### config.mk
export PLATFORM = sky130hd
export DESIGN_NAME = sfdl_mix
export DESIGN_NICKNAME = d
export VERILOG_FILES = /design/src/rtl/sfdl_pkg.sv /design/src/rtl/sfdl_mix.sv
export SDC_FILE = /design/constraint.sdc
export NUM_CORES = 1
export LEC_CHECK = 0
export CAP_MARGIN = 25
export CORE_UTILIZATION = 30
export DETAILED_ROUTE_END_ITERATION = 6
export DONT_BUFFER_PORTS = 1
export PLACE_DENSITY = 0.54
export SYNTH_ARGS = -nofsm -noshare
export SYNTH_HDL_FRONTEND = slang
export SYNTH_SLANG_ARGS = --single-unit
### constraint.sdc
create_clock -name vclk -period 17.6
set_input_delay 3.52 -clock vclk [all_inputs]
set_output_delay 3.52 -clock vclk [all_outputs]
set_load 0.05 [all_outputs]
### src/rtl/sfdl_pkg.sv
// ----------------------------------------------------------------------------
// sfdl_pkg
// Shared widths, types, register codes and arithmetic helpers of the stereo
// feedback delay line.
// ----------------------------------------------------------------------------
package sfdl_pkg;

   localparam int DEPTH      = 65536;
   localparam int ADDR_W     = $clog2(DEPTH);
   localparam int SAMPLE_W   = 16;
   localparam int DELAY_W    = 16;
   localparam int SPREAD_W   = 12;
   localparam int FB_W       = 15;
   localparam int WET_W      = 16;
   localparam int FRAC_BITS  = 15;
   localparam int UNITY      = 32768;
   localparam int ROUND_HALF = 16384;
   localparam int CSR_IDX_W  = 4;
   localparam int CSR_DATA_W = 16;
   localparam int PROD_W     = 32;
   localparam int ACC_W      = 34;
   localparam int QUOT_W     = ACC_W - FRAC_BITS;
   localparam int DIST_W     = ((ADDR_W > DELAY_W) ? ADDR_W : DELAY_W) + 2;

   typedef logic signed [SAMPLE_W-1:0]   sample_type;
   typedef logic        [ADDR_W-1:0]     addr_type;
   typedef logic        [CSR_IDX_W-1:0]  csr_idx_type;
   typedef logic        [CSR_DATA_W-1:0] csr_data_type;
   typedef logic signed [PROD_W-1:0]     prod_type;
   typedef logic signed [ACC_W-1:0]      acc_type;
   typedef logic signed [DIST_W-1:0]     dist_type;

   // register indexes of the configuration port
   localparam csr_idx_type CSR_DELAY    = csr_idx_type'(0);
   localparam csr_idx_type CSR_SPREAD   = csr_idx_type'(1);
   localparam csr_idx_type CSR_FEEDBACK = csr_idx_type'(2);
   localparam csr_idx_type CSR_WET      = csr_idx_type'(3);

   localparam logic [DELAY_W-1:0]  DELAY_RESET    = DELAY_W'(24000);
   localparam logic [SPREAD_W-1:0] SPREAD_RESET   = SPREAD_W'(0);
   localparam logic [FB_W-1:0]     FEEDBACK_RESET = FB_W'(16384);
   localparam logic [WET_W-1:0]    WET_RESET      = WET_W'(16384);
   localparam logic [WET_W-1:0]    WET_UNITY      = WET_W'(UNITY);

   localparam sample_type SAMPLE_MAX = sample_type'(32767);
   localparam sample_type SAMPLE_MIN = sample_type'(-32768);
   localparam dist_type   DIST_MIN   = dist_type'(1);
   localparam dist_type   DIST_MAX   = dist_type'(DEPTH - 1);
   localparam addr_type   ADDR_LAST  = addr_type'(DEPTH - 1);

   // add half an lsb, floor shift by the fraction bits, clamp to 16 bits
   function automatic sample_type round_sat(acc_type acc);
      acc_type                  biased;
      logic signed [QUOT_W-1:0] quot;
      biased = acc + acc_type'(ROUND_HALF);
      quot   = $signed(biased[ACC_W-1:FRAC_BITS]);
      if (quot > QUOT_W'(SAMPLE_MAX) && !quot[QUOT_W-1]) begin
         return SAMPLE_MAX;
      end else if (quot < $signed(QUOT_W'(SAMPLE_MIN))) begin
         return SAMPLE_MIN;
      end
      return quot[SAMPLE_W-1:0];
   endfunction

   // tap distance limited to 1..DEPTH-1
   function automatic addr_type clamp_dist(dist_type d);
      if (d < DIST_MIN) begin
         return addr_type'(1);
      end else if (d > DIST_MAX) begin
         return ADDR_LAST;
      end
      return d[ADDR_W-1:0];
   endfunction

   // pointer minus distance on the ring
   function automatic addr_type ring_sub(addr_type ptr, addr_type span);
      logic [ADDR_W:0] diff;
      logic [ADDR_W:0] wrapped;
      diff    = {1'b0, ptr} - {1'b0, span};
      wrapped = diff + (ADDR_W+1)'(DEPTH);
      return diff[ADDR_W] ? wrapped[ADDR_W-1:0] : diff[ADDR_W-1:0];
   endfunction

   function automatic addr_type ring_next(addr_type ptr);
      return (ptr == ADDR_LAST) ? addr_type'(0) : ptr + addr_type'(1);
   endfunction

endpackage

### src/rtl/sfdl_mix.sv
// ----------------------------------------------------------------------------
// sfdl_mix
// Per-channel mix: feedback product, write-back sum and output sum with
// rounding and saturation.
// ----------------------------------------------------------------------------
module sfdl_mix (
   input  sfdl_pkg::sample_type           tap,
   input  sfdl_pkg::prod_type             x_wet,
   input  sfdl_pkg::prod_type             x_dry,
   input  logic [sfdl_pkg::FB_W-1:0]      feedback_gain,
   output sfdl_pkg::sample_type           stored,
   output sfdl_pkg::sample_type           mix_out
);

   sfdl_pkg::prod_type tap_fb;
   sfdl_pkg::acc_type  wet_acc;
   sfdl_pkg::acc_type  out_acc;

   assign tap_fb  = tap * $signed({1'b0, feedback_gain});
   assign wet_acc = sfdl_pkg::acc_type'(x_wet) + sfdl_pkg::acc_type'(tap_fb);
   // tap at unity gain is a plain shift into the q15 accumulator
   assign out_acc = sfdl_pkg::acc_type'(x_dry)
                  + (sfdl_pkg::acc_type'(tap) <<< sfdl_pkg::FRAC_BITS);

   assign stored  = sfdl_pkg::round_sat(wet_acc);
   assign mix_out = sfdl_pkg::round_sat(out_acc);

endmodule

After elaboration in Yosys (flattened, before gate mapping)
Cells that the tools add are included.
Storage, ports and cells
  bits in registers: 0
  input port bits: 95
  output and inout bits: 32
  logic and storage cells: 23
Cells by class
  add/sub/neg operators: 4
  multipliers: 1
  $lt $le $gt $ge: 4
  muxes and demuxes: 10
  reductions and logical operators: 4
Operators with widths (count)
  two-way mux 16 bit: 6
  adder 33 x 16 -> 34 bit, second input constant: 2
  greater-than comparator 19 x 16 -> 1 bit, second input constant: 2
  < comparator 19 x 16 -> 1 bit, second input constant: 2
  adder 32 x 31 -> 33 bit: 1
  adder 32 x 32 -> 33 bit: 1
  multiplier 16 x 16 -> 32 bit: 1
  two-way mux 1 bit: 4
  logical AND 1 bit: 2
  zero test 1 bit: 2

Longest topological paths before layout
  depth in word-level cells: 7
  mapped depth: 25
  depth with buffers taken out: 23

Worst setup path before layout
Ideal clock, no wire load.
  path type: input to output
  start point: input port tap[15]
  end point: output port stored[10]
  arrival: 10.211 ns
  data required time: 14.080 ns
  setup slack: 3.869 ns
  cell stages on the path: 22
  buffers on the path: 2
  path through: clkbuf_1 -> nand2_1 -> fa_1 -> fa_1 -> fa_1 -> inv_1 -> fa_1 -> fa_1 -> inv_1 -> fa_1 -> inv_1 -> ha_1 -> a21o_1 -> a21o_1 -> a211oi_1 -> o21ai_0 -> a21oi_1 -> nand3_1 -> xnor2_1 -> o21ai_2 -> buf_4 -> a21o_1
Between the ends
  cells in the longest elaborated chain, start to end: 7
  elaborated cells between the ends (all ways): 11
  those cells by class: add/sub (2); mul (1); order compare (2); mux (4); reduce/logical (2)
RTL lines
  from (decl): RTL line sfdl_mix.sv:7  | input sfdl_pkg::sample_type tap,
  multiplier 16 x 16 -> 32 bit (*): RTL line sfdl_mix.sv:19  | assign tap_fb = tap * $signed({1'b0, feedback_gain});
  adder 32 x 32 -> 33 bit (*): RTL line sfdl_mix.sv:20  | assign wet_acc = sfdl_pkg::acc_type'(x_wet) + sfdl_pkg::acc_type'(tap_fb);
  adder 33 x 16 -> 34 bit (*): RTL line sfdl_pkg.sv:55  | biased = acc + acc_type'(ROUND_HALF);
  < comparator 19 x 16 -> 1 bit (tied with other cells): RTL line sfdl_pkg.sv:59  | end else if (quot < $signed(QUOT_W'(SAMPLE_MIN))) begin
  two-way mux 1 bit / logical AND 1 bit (equally long branches): RTL line sfdl_pkg.sv:59, sfdl_pkg.sv:57
  two-way mux 1 bit / two-way mux 16 bit (equally long branches): RTL line sfdl_pkg.sv:57  | if (quot > QUOT_W'(SAMPLE_MAX) && !quot[QUOT_W-1]) begin
  two-way mux 16 bit (*): RTL line sfdl_pkg.sv:62  | return quot[SAMPLE_W-1:0];
  to (decl): RTL line sfdl_mix.sv:11  | output sfdl_pkg::sample_type stored,
Every way passes the cells marked *; elsewhere a longest branch is shown, timed or not.

Final worst setup path
  start point: input port feedback_gain[1] in the netlist's numbering
  end point: output port stored[0]
Between the ends
  cells in the longest elaborated chain, start to end: 7
  elaborated cells between the ends (all ways): 11
  those cells by class: add/sub (2); mul (1); order compare (2); mux (4); reduce/logical (2)
RTL lines
  from (decl): RTL line sfdl_mix.sv:10  | input logic [sfdl_pkg::FB_W-1:0] feedback_gain,
  multiplier 16 x 16 -> 32 bit (*): RTL line sfdl_mix.sv:19
  adder 32 x 32 -> 33 bit (*): RTL line sfdl_mix.sv:20
  adder 33 x 16 -> 34 bit (*): RTL line sfdl_pkg.sv:55
  < comparator 19 x 16 -> 1 bit (tied with other cells): RTL line sfdl_pkg.sv:59
  two-way mux 1 bit / logical AND 1 bit (equally long branches): RTL line sfdl_pkg.sv:59, sfdl_pkg.sv:57
  two-way mux 1 bit / two-way mux 16 bit (equally long branches): RTL line sfdl_pkg.sv:57
  two-way mux 16 bit (*): RTL line sfdl_pkg.sv:62
Marks and branches as above.

==> metrics.txt <==
# TYPE chip_impl_metric gauge
chip_impl_metric{name="placer_congestion_estimate",unit=""} 0.844
chip_impl_metric{name="drv_cap",unit=""} 0
chip_impl_metric{name="synthesis.instances",unit=""} 1357
chip_impl_info{name="run_status",value="finished clean"} 1
chip_impl_metric{name="design.die.area",unit="sq um"} 41100
chip_impl_metric{name="detail_route.iter0.violations",unit=""} 325
chip_impl_metric{name="worstPathRequired",unit="ns"} 14.08
chip_impl_metric{name="rows",unit=""} 73
chip_impl_metric{name="largest_net_degree_at_the_start_of_global_routing",unit=""} 18
chip_impl_metric{name="setup_viol",unit=""} 0
chip_impl_metric{name="clock_buffers",unit=""} 0
chip_impl_metric{name="synth.avg_cell_area",unit="sq um"} 8.91
chip_impl_metric{name="min_period",unit="ns"} 13.90
chip_impl_metric{name="final-instance-count-excl-fill",unit=""} 1846
chip_impl_metric{name="max_slew_margin",unit="%"} 38.6
chip_impl_metric{name="period_share",unit="%"} 79.0
chip_impl_info{name="startpoint",value="feedback_gain[1]"} 1
chip_impl_info{name="cell_types_with_the_largest_area_share_after_synthesis",value="fa_1 (48%), ha_1 (13%), inv_1 (13%)"} 1
chip_impl_metric{name="fp.dieW",unit="um"} 203
chip_impl_metric{name="finalWirelength",unit="mm"} 28.8
chip_impl_info{name="hp-class",value="in2out"} 1
chip_impl_metric{name="grt_pass1_vias",unit=""} 9430
chip_impl_metric{name="hold_viol",unit=""} 0
chip_impl_info{name="synth_cell_count_leaders",value="inv_1 (408), fa_1 (287), and2_1 (145)"} 1
chip_impl_metric{name="maxSlewViolCount",unit=""} 0
chip_impl_metric{name="synth_top_area_share",unit="%"} 47.5
chip_impl_metric{name="nFillCells",unit=""} 4169
chip_impl_metric{name="post_synthesis_cell_area",unit="sq um"} 12100
chip_impl_metric{name="place.detailed.instances",unit=""} 1846
chip_impl_metric{name="core_area",unit="sq um"} 39700
chip_impl_metric{name="dpl.hpwl",unit="mm"} 25.0
chip_impl_metric{name="timing.critical_path.buf_inv",unit=""} 5
chip_impl_metric{name="layout.nets",unit=""} 1835
chip_impl_metric{name="avgRoutedWirePerCell",unit="um"} 15.6
chip_impl_metric{name="post_drt_via_cell_ratio",unit=""} 4.52
chip_impl_metric{name="design.portCount",unit=""} 127
chip_impl_metric{name="crit_arrival",unit="ns"} 10.38
chip_impl_info{name="timing.critical_path.slowest_stage_cell",value="a211oi_2"} 1
chip_impl_metric{name="max_stage_delay",unit="ns"} 0.73
chip_impl_metric{name="critical_path_peak_fanout",unit=""} 16
chip_impl_metric{name="start_util",unit="%"} 30.4
chip_impl_metric{name="drc_errors_left",unit=""} 0
chip_impl_metric{name="synth_sequential_area_ratio",unit="%"} 0
chip_impl_info{name="cp_cell_sequence",value="and2_1, fa_1, inv_1, fa_1, fa_1, inv_1, fa_1, fa_1, inv_1, fa_1, inv_1, ha_1, a211oi_1, nand4_1, a21oi_1, nor4_1, o21ai_1, nand3_1, xnor2_1, buf_4, a211oi_2, a21o_1"} 1
chip_impl_metric{name="antenna_diode_instance_count",unit=""} 0
chip_impl_info{name="rsz0062_at_grt",value="no"} 1
chip_impl_info{name="synth_top_cell_by_area",value="fa_1"} 1
chip_impl_metric{name="post_route_setup_tns",unit="ns"} 0
chip_impl_info{name="worst_path_dominant_cell_family",value="adder cells"} 1
chip_impl_metric{name="ff_latch_area",unit="sq um"} 0
chip_impl_metric{name="timing.fmax",unit="MHz"} 72.0
chip_impl_metric{name="cts-hold-fix-buffers",unit=""} 0
chip_impl_info{name="startpoint_type_of_the_worst_setup_path",value="input port"} 1
chip_impl_metric{name="vias",unit=""} 8336
chip_impl_info{name="critPathCaptureType",value="primary output"} 1
chip_impl_metric{name="global_route.overflow_total",unit=""} 0
chip_impl_metric{name="yosysWarnings",unit=""} 0
chip_impl_metric{name="detail_route.first_pass.iterations",unit=""} 5
chip_impl_metric{name="antenna_found_initial",unit=""} 2
chip_impl_metric{name="number_of_different_library_cells_in_the_post_synthesis_netlist",unit=""} 55
chip_impl_metric{name="timing_worst_slew_pin_value",unit="ns"} 0.917
chip_impl_metric{name="chipHeight",unit="um"} 203
chip_impl_metric{name="place.port_buffers",unit=""} 0
chip_impl_metric{name="post_route_cells_drive_above_1_share",unit="%"} 1.74
chip_impl_info{name="synth.most_common_cell",value="inv_1"} 1
chip_impl_metric{name="seq_cells",unit=""} 0
chip_impl_metric{name="cts_resized",unit=""} 0
chip_impl_metric{name="synth_fp_nets",unit=""} 1869
chip_impl_info{name="timing.setup.critical_path_class",value="in2out"} 1
chip_impl_info{name="setup.worst_path.end",value="stored[0]"} 1
chip_impl_metric{name="post_cts_buffers",unit=""} 0
chip_impl_metric{name="antenna_left",unit=""} 0
chip_impl_metric{name="first_pass_grt_wire_length",unit="mm"} 49.8
chip_impl_metric{name="area_growth_syn_to_layout",unit="%"} 4.12
chip_impl_metric{name="grt_use_total",unit="%"} 15.1
chip_impl_info{name="worst_path_most_repeated_cell",value="fa_1"} 1
chip_impl_metric{name="timing.critical_path.depth",unit=""} 22
layout by cell type (no fill, tap or decap), drive strengths merged, types with 3 or more instances in the layout:
| cell | instances |
|---|---|
| a211oi | 9 |
| a21oi | 32 |
| fa | 287 |
| nor2b | 3 |
| ha | 130 |
| o21ai | 19 |
| a31oi | 6 |
| nor2 | 22 |
| inv | 408 |
| o21bai | 3 |
| nand4 | 9 |
| a211o | 3 |
| nand3 | 6 |
| xnor2 | 25 |
| and3 | 4 |
| and2 | 145 |
| nand2 | 114 |
| o211ai | 3 |
| nor3 | 6 |
| a21o | 44 |
| xor2 | 13 |
cells by family after synthesis:
logic type               synth area share, %
multiplexers                          0.0828
AO/OA/AOI/OAI                           8.17
buffers and inverters                   14.0
AND/OR/NAND/NOR                         14.0
XOR/XNOR                                2.75
adder cells (fa/ha/maj)                 61.0
per-stage QoR:
step                      hold slack, ns  worst slack, ns  cell area [sq um]  util, %
after floorplan                     7.55             3.87              12100        -
after global placement              7.59             3.79              12600     31.7
after detailed placement            7.57             3.74              12600     31.7
after CTS                           7.58             3.71              12600     31.7
after global routing                7.60             3.36              12600     31.7
final                               7.58             3.70              12600     31.7
per-layer routing:
layer | track usage, % | wire, um | up-vias
met5 | 0 | 16 | -
met4 | 0.644 | 164 | 2
met3 | 2.38 | 1640 | 18
met2 | 25.9 | 13900 | 145
met1 | 20.9 | 13100 | 4242
li1 | - | - | 3929
how the worst min path moves through the flow:
stage / endpoint / cells after the start / start / slack, ns
6_report: mix_out[0] / 2 / x_dry[15] / 7.58
5_1_grt: mix_out[0] / 2 / x_dry[15] / 7.60
4_1_cts: mix_out[0] / 2 / x_dry[15] / 7.58
3_5_place_dp: mix_out[0] / 2 / x_dry[15] / 7.57
3_3_place_gp: mix_out[0] / 2 / x_dry[15] / 7.59
2_1_floorplan: mix_out[0] / 2 / x_dry[15] / 7.55
final cells by class:
type	count	area [sq um]	share of cell area, %
Tap cell	525	657	5.22
Inverter	408	1530	12.2
Multi-Input combinational cell	912	10400	82.6
Timing Repair Buffer	1	7.51	0.0596
Power is not shown: default switching activity piles up to over one toggle a cycle in this logic, so the estimate is an artifact.
